===== src/sv/vbmm_pkg.sv =====
// vbmm_pkg: shared types and constants for the volume brick min/max unit.
// No dependencies; imported by every module of the block.

package vbmm_pkg;

  localparam int BRICK_DEF   = 8;
  localparam int MAX_DIM_DEF = 256;

  localparam int DENS_W     = 16;
  localparam int IDX_W      = 15;
  localparam int CFG_SIZE_W = 9;
  localparam int CFG_W      = 16;
  localparam int CFG_IDX_W  = 2;
  localparam int SIZE_RST   = 64;
  localparam int THR_RST    = 4;

  // result queue, depth a power of two
  localparam int OUTQ_DEPTH = 4;
  localparam int OQ_AW      = $clog2(OUTQ_DEPTH);
  localparam int OQ_CW      = $clog2(OUTQ_DEPTH + 1);

  typedef enum logic [CFG_IDX_W-1:0] {
    CFG_SIZE_X = 2'd0,
    CFG_SIZE_Y = 2'd1,
    CFG_SIZE_Z = 2'd2,
    CFG_THRESH = 2'd3
  } cfg_idx_t;

  typedef struct packed {
    logic first;
    logic emit;
    logic part;
    logic done;
  } vox_flags_t;

  typedef struct packed {
    logic [IDX_W-1:0]         idx;
    logic signed [DENS_W-1:0] mn;
    logic signed [DENS_W-1:0] mx;
    logic                     active;
    logic                     done;
  } brick_res_t;

endpackage


===== src/sv/vbmm_outq.sv =====
// vbmm_outq: small result queue decoupling the pipeline from out_stall.
// Depends on vbmm_pkg for the result type and queue depth.

module vbmm_outq import vbmm_pkg::*; (
  input  logic             clk,
  input  logic             rst_n,
  input  logic             push,
  input  brick_res_t       push_res,
  input  logic             pop_stall,
  output logic             q_valid,
  output brick_res_t       q_res,
  output logic [OQ_CW-1:0] q_cnt
);

  brick_res_t       q [OUTQ_DEPTH];
  logic [OQ_AW-1:0] wr_ptr_r, rd_ptr_r;
  logic [OQ_CW-1:0] cnt_r;
  logic             pop;

  assign q_valid = cnt_r != '0;
  assign pop     = q_valid && !pop_stall;
  assign q_res   = q[rd_ptr_r];
  assign q_cnt   = cnt_r;

  always_ff @(posedge clk) begin
    if (push) begin
      q[wr_ptr_r] <= push_res;
    end
  end

  always_ff @(posedge clk) begin
    if (!rst_n) begin
      wr_ptr_r <= '0;
      rd_ptr_r <= '0;
      cnt_r    <= '0;
    end else begin
      if (push) wr_ptr_r <= wr_ptr_r + OQ_AW'(1);
      if (pop)  rd_ptr_r <= rd_ptr_r + OQ_AW'(1);
      if (push && !pop) begin
        cnt_r <= cnt_r + OQ_CW'(1);
      end else if (pop && !push) begin
        cnt_r <= cnt_r - OQ_CW'(1);
      end
    end
  end

  a_no_overflow: assert property (@(posedge clk) disable iff (!rst_n)
    !(push && !pop && (cnt_r == OQ_CW'(OUTQ_DEPTH))))
    else $error("result queue overflow");

  a_cnt_up: assert property (@(posedge clk) disable iff (!rst_n)
    (push && !pop) |=> cnt_r == $past(cnt_r) + OQ_CW'(1))
    else $error("queue count lost a push");

  a_cnt_down: assert property (@(posedge clk) disable iff (!rst_n)
    (pop && !push) |=> cnt_r == $past(cnt_r) - OQ_CW'(1))
    else $error("queue count lost a pop");

endmodule

===== config.mk =====
export PLATFORM = sky130hd
export DESIGN_NAME = vbmm_outq
export DESIGN_NICKNAME = d
export VERILOG_FILES = /design/src/sv/vbmm_pkg.sv /design/src/sv/vbmm_outq.sv
export SDC_FILE = /design/constraint.sdc
export NUM_CORES = 1
export LEC_CHECK = 0
export BUFFER_PORTS_ARGS = -buffer_cell sky130_fd_sc_hd__buf_2
export CORE_MARGIN = 4
export CORE_UTILIZATION = 50
export CTS_BUF_LIST = sky130_fd_sc_hd__clkbuf_2
export CTS_CLUSTER_SIZE = 28
export DETAILED_ROUTE_END_ITERATION = 16
export GPL_ROUTABILITY_DRIVEN = 0
export PLACE_DENSITY_LB_ADDON = 0.15
export SLEW_MARGIN = 20
export SYNTH_ARGS = -nofsm -noshare
export SYNTH_HDL_FRONTEND = slang
export SYNTH_SLANG_ARGS = --single-unit

===== constraint.sdc =====
create_clock -name clk -period 2.3 [get_ports clk]
set_input_delay 0.115 -clock clk [delete_from_list [all_inputs] [get_ports clk]]
set_output_delay 0.115 -clock clk [all_outputs]
set_load 0.03 [all_outputs]

==> impl_results.rst, run 1 <==
.. list-table::
   :header-rows: 1

   * - Metric
     - Value
   * - Portion of the post-synthesis area used by sequential elements
     - 80.37%
   * - Outcome
     - complete, no violations
   * - Class of the tightest hold or removal check
     - input port to register
   * - Hold_ws
     - 0.1527 ns
   * - Floorplan die width
     - 130.9 um
   * - Slew headroom
     - 69.62%
   * - Cell area after synthesis
     - 7547 sq um
   * - Per-cell via count in the routed design
     - 5.276
   * - Kind of end point of the critical path
     - primary output
   * - Final antenna diode count
     - 0
   * - Overall Global Routing Usage
     - 16.34%
   * - H-Tree Depth
     - 2
   * - Growth of design area from synthesis to finish
     - 24.75%
   * - Overall power consumption
     - 8.848 mW
   * - XOR/XNOR share of the synthesized area
     - 0.3481%
   * - Number of DRC violations after detailed routing
     - 0
   * - Iteration count of the initial detailed-routing pass
     - 4
   * - Via count of the first global-routing pass
     - 4134
   * - Adder and majority gate portion of the synthesized area
     - 1.094%
   * - Post-Route Skew
     - 0.03610 ns
   * - Maximum buffer depth of the clock tree
     - 3
   * - Starting density of the core
     - 51.54%
   * - Fraction of the mapped netlist area in simple logic gates
     - 1.144%
   * - Placeable core region
     - 14640 sq um
   * - Clock slew seen by the registers of the worst setup and hold paths
     - 0.11 ns
   * - Peak supply drop
     - 549.5 uV
   * - Count of final hold-check violations
     - 0
   * - Number of sinks driven by the clock tree
     - 205
   * - PD cells
     - 939.8 nW/um^2
   * - CTS tree
     - done
   * - DIE AREA
     - 17120 sq um
   * - Starting DRT DRC Count
     - 193
   * - Final Cycle Share
     - 97.35%
   * - Fraction of layout instances using a drive strength above 1
     - 45.13%
   * - Wire length of the first global-routing pass
     - 20960 um
   * - Data arrival time of the worst path
     - 2.12 ns
   * - Fill cells
     - 1012
   * - Syn Nets
     - 360
   * - Initial antenna violation count
     - 0
   * - Crit path time final
     - 2.239 ns
   * - Mux cell area share after synthesis
     - 14.99%
   * - Number of failing setup endpoints in the final timing report
     - 0
   * - Setup repair after global routing missed its margin
     - yes
   * - Kind of start point of the critical path
     - register
   * - DR vias
     - 3788
   * - Final WL
     - 13450 um
   * - Count of buffers from port buffering
     - 105
   * - I/O pin total
     - 106
   * - Layout Nets
     - 570
   * - Area fraction in compound gates after synthesis
     - 0.5968%
   * - Post-synthesis cell type count
     - 23
   * - Clock root buffer
     - clkbuf_2
   * - Cells after Synth
     - 301
   * - Vertical die dimension
     - 130.9 um
   * - Detailed placement HPWL
     - 7843 um
   * - Number of standard-cell rows in the floorplan
     - 44
   * - Dominant combinational cell family by area after synthesis
     - multiplexers
   * - Post-synthesis area per instance
     - 25.07 sq um
   * - Worst EP required
     - 2.18 ns
   * - Max Freq
     - 0.4466 GHz
   * - Max_cap viols
     - 0
   * - Num CTS Buffers
     - 48
   * - Antenna Violating Nets Remaining
     - 0
   * - Post-synthesis sequential element count
     - 205
   * - Avg WL per Cell
     - 18.73 um
   * - Clock insertion delay at the later pin of the skew report
     - 0.71 ns
   * - Crit Path Class
     - register to primary output
   * - Remaining global-route overflow
     - 0
   * - Slew at the pin closest to its max-slew limit
     - 0.4557 ns
   * - Yosys warnings
     - 0
   * - Static Leakage
     - 3.328 nW
   * - Top fanout value on the critical path
     - 7
   * - Largest net degree at the start of global routing
     - 47
   * - Pins Over Slew Limit
     - 0
what timing repair did:
| action | 4_1_cts | 5_1_grt |
|---|---|---|
| hold buffers | 53 | 0 |
| endpoints found under the setup margin | 39 | 33 |
| endpoints found under the hold margin | 205 | 0 |
| buffers inserted | 1 | 0 |
| gates cloned | 0 | 0 |
| resized for setup | 53 | 2 |
sequential cells by signal, indices dropped and copies added (netlist names), named ones only:
name      cells
q           196
rd_ptr_r      2
q_cnt         3
wr_ptr_r      2
cell families (layout without fill, tap and decap cells):
group / after synthesis / count (layout)
AO/OA/AOI/OAI: 7 / 7
buffers and inverters: 15 / 248
adder cells (fa/ha/maj): 6 / 6
XOR/XNOR: 3 / 3
AND/OR/NAND/NOR: 14 / 14
flip-flops: 205 / 205
multiplexers: 51 / 51
worst max-delay path: stages (launching register included):
cell and delay [ns]:
dfxtp_4 0.43, buf_4 0.21, mux4_1 0.57, buf_2 0.19
Yosys cell counts:
master    count  area share, %
mux4_1        2           0.70
or3_1         3           0.25
ha_1          5           0.83
fa_1          1           0.27
buf_4         3           0.30
buf_1         3           0.15
nor2b_1       2           0.17
or2_2         1          0.083
inv_1         4           0.20
dfxtp_1       9            2.4
xor2_1        2           0.23
and2_1        6           0.50
mux4_2       47             14
xnor2_1       1           0.12
nor3_1        1          0.066
buf_6         1           0.15
edfxtp_1    196             78
o21ai_0       3           0.20
mux2i_1       2           0.27
buf_12        2           0.53
a21boi_0      4           0.40
buf_2         2           0.13
nand2b_1      1          0.083
path summary, 6_finish.rpt:
path	start	to	slack [ns]	cells past startpoint
min reg2reg	rd_ptr_r[0]	rd_ptr_r[0]	0.55	2
max reg2reg	q_cnt[1]	q_cnt[2]	0.10	8
max	register	q_res[45]	0.06	3
min	push_res[21]	q[3][21]	0.15	2
per-layer routing:
layer | vias to the layer above | GRT usage, % | wire (um)
met5 | - | 0 | 0
met1 | 1932 | 21.05 | 5728
li1 | 1718 | - | -
met3 | 24 | 4.472 | 669
met4 | 0 | 6.473 | 249
met2 | 114 | 26.72 | 6803
where the power goes:
group	switching, mW	leakage [nW]	internal, mW
logic	1.35	1.16	1.10
clock network	1.24	0.287	0.749
registers	0.104	1.88	4.31
total	2.69	3.33	6.16
placed cells by master (no fill, tap or decap), drive strengths merged, types with 2 or more instances in the layout:
master	Yosys	final
mux4	49	49
inv	4	4
xor2	2	2
dlygate4sd3	0	53
mux2i	2	2
ha	5	5
edfxtp	196	196
dfxtp	9	9
clkinv	0	7
o21ai	3	3
buf	11	118
clkbuf	0	66
and2	6	6
or3	3	3
a21boi	4	4
nor2b	2	2
metrics by stage:
step                      setup slack, ns  TNS (ns)  instance area, sq um  instances  utilization, %
after floorplan                   0.08414         0                  7547        301               -
after global placement             0.1165         0                  8333        591           56.90
after detailed placement         -0.06539  -0.06539                  8333        591           56.90
after CTS                        -0.04577   -0.5696                  9413        718           64.28
after global routing             -0.06451    -1.277                  9415        718           64.29
final                             0.06086         0                  9415        718           64.29
cell type report:
cell class	count	area (sq um)	share of cell area [%]
inverters	4	15.01	0.1595
well taps	184	230.2	2.445
clock buffers	66	330.3	3.508
clock inverters	7	27.53	0.2924
multi-input cells	81	1384	14.70
flip-flops and latches	205	6071	64.48
repair buffers	171	1358	14.42
Note: power is estimated with default switching activity, not from simulation.
==> inputs of run 2 (changes only) <==
--- a/config.mk
+++ b/config.mk
@@ -13,6 +13,7 @@
 export DETAILED_ROUTE_END_ITERATION = 16
 export GPL_ROUTABILITY_DRIVEN = 0
 export PLACE_DENSITY_LB_ADDON = 0.15
+export RECOVER_POWER = 25
 export SLEW_MARGIN = 20
 export SYNTH_ARGS = -nofsm -noshare
 export SYNTH_HDL_FRONTEND = slang
==> run 2 against run 1 <==
Die area is the same. Register-to-register slack barely moved. Sequential power hardly changed. Clock skew is 0.0045 ns higher. Cell count unchanged. Critical path depth unchanged. Utilization fell by 0.25 points. Clock power about the same. Wire length down 0.13%. Hold slack improved by 0.00079 ns. Flip-flop and latch count is the same. Critical endpoint unchanged. Highest routed layer unchanged.
==> impl_results.rst, run 2 (same netlist as run 1, synthesis figures left out) <==
.. list-table::
   :header-rows: 1

   * - Metric
     - Value
   * - Outcome
     - complete, no violations (unchanged)
   * - Number of DRC violations after detailed routing
     - 0 (unchanged)
   * - Kind of end point of the critical path
     - primary output (unchanged)
   * - Post-Route Skew
     - 0.04062 ns (was 0.03610 ns)
   * - Static Leakage
     - 3.248 nW (was 3.328 nW)
   * - Max reg flops
     - 196 (unchanged)
   * - Crit Path Class
     - register to primary output (unchanged)
   * - Initial antenna violation count
     - 0 (unchanged)
   * - Largest net degree at the start of global routing
     - 47 (unchanged)
   * - Per-cell via count in the routed design
     - 5.281 (was 5.276)
   * - Clock root buffer
     - clkbuf_2 (unchanged)
   * - Final WL
     - 13430 um (was 13450 um)
   * - Fraction of layout instances using a drive strength above 1
     - 39.70% (was 45.13%)
   * - Data arrival time of the worst path
     - 2.13 ns (was 2.12 ns)
   * - Detailed placement HPWL
     - 7843 um (unchanged)
   * - Floorplan die width
     - 130.9 um (unchanged)
   * - Maximum buffer depth of the clock tree
     - 3 (unchanged)
   * - I/O pin total
     - 106 (unchanged)
   * - Hold_ws
     - 0.1534 ns (was 0.1527 ns)
   * - Slew headroom
     - 69.62% (about the same)
   * - Via count of the first global-routing pass
     - 4134 (unchanged)
   * - Source of the worst register-to-register timing path
     - q_cnt[1] (unchanged)
   * - Number of sinks driven by the clock tree
     - 205 (unchanged)
   * - Setup repair after global routing missed its margin
     - yes (unchanged)
   * - Top fanout value on the critical path
     - 7 (unchanged)
   * - CTS tree
     - done (unchanged)
   * - Final Cycle Share
     - 97.55% (was 97.35%)
   * - Worst EP required
     - 2.18 ns (about the same)
   * - Final antenna diode count
     - 0 (unchanged)
   * - Wire length of the first global-routing pass
     - 20960 um (unchanged)
   * - DR vias
     - 3792 (was 3788)
   * - Slew at the pin closest to its max-slew limit
     - 0.4557 ns (about the same)
   * - Peak supply drop
     - 550.5 uV (was 549.5 uV)
   * - Start point of the worst hold path
     - push_res[14] (was push_res[21])
   * - Max Freq
     - 0.4457 GHz (was 0.4466 GHz)
   * - Layout Nets
     - 570 (unchanged)
   * - PD cells
     - 942.5 nW/um^2 (was 939.8 nW/um^2)
   * - Fin cells
     - 718 (unchanged)
   * - Clock insertion delay at the later pin of the skew report
     - 0.71 ns (about the same)
   * - Num CTS Buffers
     - 48 (unchanged)
   * - Number of failing setup endpoints in the final timing report
     - 0 (unchanged)
   * - Most frequent standard cell in the layout excluding fill and tap cells
     - edfxtp_1 (unchanged)
   * - Max_cap viols
     - 0 (unchanged)
   * - Register-to-register setup slack
     - 0.11 ns (was 0.10 ns)
   * - Class of the tightest hold or removal check
     - input port to register (unchanged)
   * - Count of final hold-check violations
     - 0 (unchanged)
   * - Pins Over Slew Limit
     - 0 (unchanged)
   * - Crit path time final
     - 2.244 ns (was 2.239 ns)
   * - Kind of start point of the critical path
     - register (unchanged)
   * - Avg WL per Cell
     - 18.71 um (was 18.73 um)
   * - Overall power consumption
     - 8.839 mW (was 8.848 mW)
   * - Largest register by flop count
     - q (unchanged)
   * - Placeable core region
     - 14640 sq um (unchanged)
   * - Cells after DPL
     - 591 (unchanged)
   * - Number of standard-cell rows in the floorplan
     - 44 (unchanged)
   * - H-Tree Depth
     - 2 (unchanged)
   * - DIE AREA
     - 17120 sq um (unchanged)
   * - Iteration count of the initial detailed-routing pass
     - 4 (unchanged)
   * - Count of buffers from port buffering
     - 105 (unchanged)
   * - Overall Global Routing Usage
     - 16.34% (unchanged)
   * - Clock slew seen by the registers of the worst setup and hold paths
     - 0.11 ns (about the same)
   * - Growth of design area from synthesis to finish
     - 24.27% (was 24.75%)
   * - Antenna Violating Nets Remaining
     - 0 (unchanged)
   * - Starting DRT DRC Count
     - 200 (was 193)
   * - Commonest cells after routing, fill and taps aside
     - edfxtp_1 (196), clkbuf_2 (66), dlygate4sd3_1 (53) (was edfxtp_1 (196), buf_2 (79), clkbuf_2 (66))
   * - Vertical die dimension
     - 130.9 um (unchanged)
   * - Final Core Density
     - 64.05% (was 64.29%)
   * - Remaining global-route overflow
     - 0 (unchanged)
   * - Starting density of the core
     - 51.54% (unchanged)
-- run 2: changes by cell type in the layout (fill, tap and decap cells not counted), sizes merged --
cell,previous run,this run
buf,118,89
clkbuf,66,95
-- run 2: area by class of cell --
class	instances	area, sq um
clock buffer	66	330.3
clock inverter	7	27.53
fill	1023	5265
inverter	4	15.01
multi-input combinational	81	1384
sequential	205	6071
tap	184	230.2
timing repair buffer	171	1321
-- run 2: worst paths after layout --
| kind | end | depth (start not counted) |
|---|---|---|
| hold / removal | q[1][14] | 2 |
| setup / recovery | q_res[45] | 3 |
| hold reg to reg | rd_ptr_r[0] | 2 |
| setup reg to reg | q_cnt[2] | 8 |
-- run 2: repair_timing --
action,CTS,global route
buffers inserted,1,0
resized for setup,53,2
hold endpoints to repair,205,0
cloned,0,0
hold buffers,53,0
setup endpoints to repair,39,33
-- run 2: power breakdown --
group / switching, mW / internal (mW) / total, mW
Combinational: 1.35 / 1.10 / 2.45
Sequential: 0.105 / 4.31 / 4.41
Clock: 1.23 / 0.749 / 1.98
Total: 2.69 / 6.15 / 8.84
-- run 2: layer usage --
| metal | wire, um | vias up | track usage (%) |
|---|---|---|---|
| li1 | - | 1717 | - |
| met1 | 5688 | 1932 | 21.05 |
| met2 | 6791 | 118 | 26.72 |
| met3 | 696 | 25 | 4.472 |
| met4 | 257 | 0 | 6.473 |
| met5 | 0 | - | 0 |
-- run 2: through the flow --
step / instance area [sq um] / TNS (ns) / setup WS (ns)
floorplan: 7547 / 0 / 0.08414
finish: 9379 / 0 / 0.05632
global placement: 8333 / 0 / 0.1165
global route: 9379 / -1.277 / -0.06451
detailed placement: 8333 / -0.06539 / -0.06539
CTS: 9413 / -0.5696 / -0.04577
-- run 2: worst max-delay path, cell delays in order, from the launching register on --
cell and delay, ns:
dfxtp_4 0.43, buf_4 0.21, mux4_1 0.57, buf_2 0.19
==> inputs of run 3 (changes only) <==
--- a/config.mk
+++ b/config.mk
@@ -5,6 +5,7 @@
 export SDC_FILE = /design/constraint.sdc
 export NUM_CORES = 1
 export LEC_CHECK = 0
+export ABC_AREA = 1
 export BUFFER_PORTS_ARGS = -buffer_cell sky130_fd_sc_hd__buf_2
 export CORE_MARGIN = 4
 export CORE_UTILIZATION = 50
==> run 3 against run 2 <==
Synthesized cell count up 78%. Final area up 6.4%. Worst setup slack better by 0.025 ns. Critical path type unchanged. Critical endpoint is now q_res[1]. Synthesized area up 2.2%.
==> impl_results.rst, run 3 <==
.. list-table::
   :header-rows: 1

   * - Metric
     - Value
   * - Remaining global-route overflow
     - 0 (unchanged)
   * - Growth of design area from synthesis to finish
     - 29.38% (was 24.27%)
   * - Overall Global Routing Usage
     - 19.05% (was 16.34%)
   * - Kind of end point of the critical path
     - primary output (unchanged)
   * - Critical path depth in cells
     - 5 (was 3)
   * - Worst EP required
     - 2.18 ns (about the same)
   * - Starting density of the core
     - 50.95% (was 51.54%)
   * - Max reg flops
     - 196 (unchanged)
   * - Layout Nets
     - 814 (was 570)
   * - Min-Delay Path Depth
     - 2 (unchanged)
   * - Critical path's top delay family
     - buffers and inverters (was multiplexers)
   * - Post-synthesis area per instance
     - 14.40 sq um (was 25.07 sq um)
   * - Commonest cells after routing, fill and taps aside
     - edfxtp_1 (196), nor2_1 (96), o21ai_0 (80) (was edfxtp_1 (196), clkbuf_2 (66), dlygate4sd3_1 (53))
   * - Dominant cell by count in the synthesized netlist
     - edfxtp_1 (unchanged)
   * - Final Core Density
     - 65.91% (was 64.05%)
   * - Number of enable flip-flop cells after synthesis
     - 196 (unchanged)
   * - Vertical die dimension
     - 132.2 um (was 130.9 um)
   * - Outcome
     - complete, no violations (unchanged)
   * - I/O pin total
     - 106 (unchanged)
   * - Number of failing setup endpoints in the final timing report
     - 0 (unchanged)
   * - Clock insertion delay at the later pin of the skew report
     - 0.76 ns (was 0.71 ns)
   * - Class of the tightest hold or removal check
     - input port to register (unchanged)
   * - Detailed placement HPWL
     - 9079 um (was 7843 um)
   * - Post-synthesis sequential element count
     - 205 (unchanged)
   * - Cells after Synth
     - 536 (was 301)
   * - Antenna Violating Nets Remaining
     - 0 (unchanged)
   * - Post-Route Skew
     - 0.03335 ns (was 0.04062 ns)
   * - Most frequent standard cell in the layout excluding fill and tap cells
     - edfxtp_1 (unchanged)
   * - H-Tree Depth
     - 2 (unchanged)
   * - Crit path time final
     - 2.219 ns (was 2.244 ns)
   * - Top fanout value on the critical path
     - 7 (unchanged)
   * - PD cells
     - 966.1 nW/um^2 (was 942.5 nW/um^2)
   * - Syn Nets
     - 595 (was 360)
   * - Max_cap viols
     - 0 (unchanged)
   * - Final antenna diode count
     - 0 (unchanged)
   * - DIE AREA
     - 17480 sq um (was 17120 sq um)
   * - Wire length of the first global-routing pass
     - 26450 um (was 20960 um)
   * - Data arrival time of the worst path
     - 2.10 ns (was 2.13 ns)
   * - Number of DRC violations after detailed routing
     - 0 (unchanged)
   * - Cell types occupying the most area after synthesis
     - edfxtp_1 (76%), o21ai_0 (6.3%), nor2_1 (5.1%) (was edfxtp_1 (78%), mux4_2 (14%), dfxtp_1 (2.4%))
   * - Cell types with the highest counts after synthesis
     - edfxtp_1 (196), nor2_1 (104), o21ai_0 (97), o22ai_1 (49), inv_1 (15) (was edfxtp_1 (196), mux4_2 (47), dfxtp_1 (9), and2_1 (6), ha_1 (5))
   * - Endpoint of the worst register-to-register path
     - q_cnt[2] (unchanged)
   * - Final Cycle Share
     - 96.46% (was 97.55%)
   * - Cell area after synthesis
     - 7716 sq um (was 7547 sq um)
   * - Starting DRT DRC Count
     - 391 (was 200)
   * - Slew at the pin closest to its max-slew limit
     - 0.4522 ns (was 0.4557 ns)
   * - Number of buffers and inverters on the critical path
     - 3 (was 2)
   * - Final WL
     - 19080 um (was 13430 um)
   * - Per-cell via count in the routed design
     - 5.473 (was 5.281)
   * - Iteration count of the initial detailed-routing pass
     - 5 (was 4)
   * - Largest register by flop count
     - q (unchanged)
   * - Reg2Reg Depth
     - 12 (was 8)
   * - Slew headroom
     - 69.85% (was 69.62%)
   * - Portion of the post-synthesis area used by sequential elements
     - 78.61% (was 80.37%)
   * - Fill cells
     - 1139 (was 1023)
   * - Clock root buffer
     - clkbuf_2 (unchanged)
   * - Largest net degree at the start of global routing
     - 50 (was 47)
   * - Clock slew seen by the registers of the worst setup and hold paths
     - 0.09 ns (was 0.11 ns)
   * - Avg WL per Cell
     - 19.57 um (was 18.71 um)
   * - Static Leakage
     - 3.681 nW (was 3.248 nW)
   * - Share of async-settable or async-resettable flops after synthesis
     - 0% (unchanged)
   * - Count of buffers from port buffering
     - 105 (unchanged)
   * - Fraction of layout instances using a drive strength above 1
     - 28.21% (was 39.70%)
   * - Primary FF master, synth
     - edfxtp_1 (unchanged)
   * - Initial antenna violation count
     - 0 (unchanged)
   * - Crit Path Class
     - register to primary output (unchanged)
   * - CTS tree
     - done (unchanged)
   * - Most area-hungry cell type in the Yosys netlist
     - edfxtp_1 (unchanged)
   * - Slowest library cell on the worst path
     - dfxtp_4 (was mux4_1)
   * - Pins Over Slew Limit
     - 0 (unchanged)
   * - DR vias
     - 5336 (was 3792)
   * - Yosys warnings
     - 0 (unchanged)
   * - Placeable core region
     - 15150 sq um (was 14640 sq um)
   * - Source of the worst register-to-register timing path
     - q_cnt[1] (unchanged)
   * - Synth top area share
     - 76.28% (was 77.98%)
   * - Post-synthesis cell type count
     - 20 (was 23)
   * - Setup repair after global routing missed its margin
     - yes (unchanged)
   * - Number of sinks driven by the clock tree
     - 205 (unchanged)
   * - Start point of the worst hold path
     - push_res[24] (was push_res[14])
   * - Count of final hold-check violations
     - 0 (unchanged)
   * - Peak per-stage delay on the critical path
     - 0.48 ns (was 0.57 ns)
   * - Floorplan die width
     - 132.2 um (was 130.9 um)
   * - Maximum buffer depth of the clock tree
     - 3 (unchanged)
   * - Kind of start point of the critical path
     - register (unchanged)
   * - Via count of the first global-routing pass
     - 5208 (was 4134)
   * - Endpoint, Worst Hold
     - q[2][24] (was q[1][14])
   * - Peak supply drop
     - 683.0 uV (was 550.5 uV)
   * - Number of standard-cell rows in the floorplan
     - 45 (was 44)
   * - Critical Path, Cell by Cell
     - buf_12 > clkbuf_16 > o21ai_2 > o22ai_1 > buf_4 (was buf_4 > mux4_1 > buf_2)
   * - Max Freq
     - 0.4508 GHz (was 0.4457 GHz)
   * - Register-to-register setup slack
     - 0.15 ns (was 0.11 ns)
   * - Num CTS Buffers
     - 50 (was 48)
   * - Hold_ws
     - 0.1246 ns (was 0.1534 ns)
run 3: changes by cell type in the layout (fill, tap and decap cells not counted), sizes merged, moves of 14 or more:
cell    delta
o22ai     +49
mux4      -49
clkbuf    +21
buf       +14
o21ai     +99
nor2     +104
inv       +16
run 3: how the worst max path moves through the flow:
stage          startpoint         to  slack (ns)
3_5_place_dp     q_cnt[1]   q_cnt[2]        0.54
2_1_floorplan    q_cnt[1]   q_cnt[1]        0.25
4_1_cts          register  q_res[29]       -0.04
6_report         register   q_res[1]        0.08
3_3_place_gp     q_cnt[1]   q_cnt[2]        0.62
5_1_grt          register  q_res[48]       -0.04
run 3: cell type report:
| class | count | area, sq um | area share, % |
|---|---|---|---|
| Timing Repair Buffer | 195 | 1635 | 16.38 |
| Multi-Input combinational cell | 283 | 1470 | 14.73 |
| Clock inverter | 7 | 52.55 | 0.5264 |
| Inverter | 17 | 90.09 | 0.9024 |
| Tap cell | 188 | 235.2 | 2.356 |
| Timing Repair inverter | 3 | 36.28 | 0.3635 |
| Clock buffer | 77 | 385.4 | 3.860 |
| Sequential cell | 205 | 6078 | 60.88 |
run 3: metal layers:
metal	routed length [um]	track usage, %	vias up
li1	-	-	2468
met1	8191	24.98	2653
met2	9218	31.24	188
met3	1378	5.305	27
met4	290	5.947	0
met5	0	0	-
run 3: worst reg2reg max path, cell delays in order, from the launching register on:
cell           delay (ns)
dfxtp_4              0.37
nor2_2               0.11
nand2_2              0.08
nand2_2              0.11
ha_4                 0.14
inv_1                0.05
fa_2                 0.33
inv_1                0.06
nand2_1              0.06
nand4_1              0.08
nand2_1              0.05
dlygate4sd3_1        0.56
nor2_1               0.10
run 3: stage by stage:
step	total power [mW]	std cells	worst slack [ns]	instance area (sq um)	TNS, ns
after global placement	6.575	815	0.6159	8451	0
after global routing	10.11	975	-0.04194	9983	-0.6498
after detailed placement	6.621	815	0.5420	8451	0
after CTS	9.126	954	-0.03576	9524	-0.2980
final	9.645	975	0.08147	9983	0
after floorplan	5.969	536	0.2511	7716	0
run 3: what timing repair did:
action                                  CTS  global route
setup buffers                             0            10
endpoints found under the setup margin   30            36
endpoints found under the hold margin   230             0
hold buffers                             53             0
pin swaps                                 0             9
resized for setup                        13           112
cloned                                    2            11
run 3: cell families (layout without fill, tap and decap cells):
group / count (synthesis) / in the layout / share of synthesized area (%)
AO/OA/AOI/OAI: 157 / 157 / 10.98
adder cells (fa/ha/maj): 6 / 6 / 1.070
flip-flops: 205 / 205 / 78.61
buffers and inverters: 48 / 299 / 3.438
AND/OR/NAND/NOR: 120 / 120 / 5.902
run 3: where the power goes:
part	leakage (nW)	switching, mW	internal (mW)
clock network	0.349	1.31	0.981
logic	1.46	1.88	1.10
registers	1.88	0.0855	4.28
total	3.68	3.28	6.37
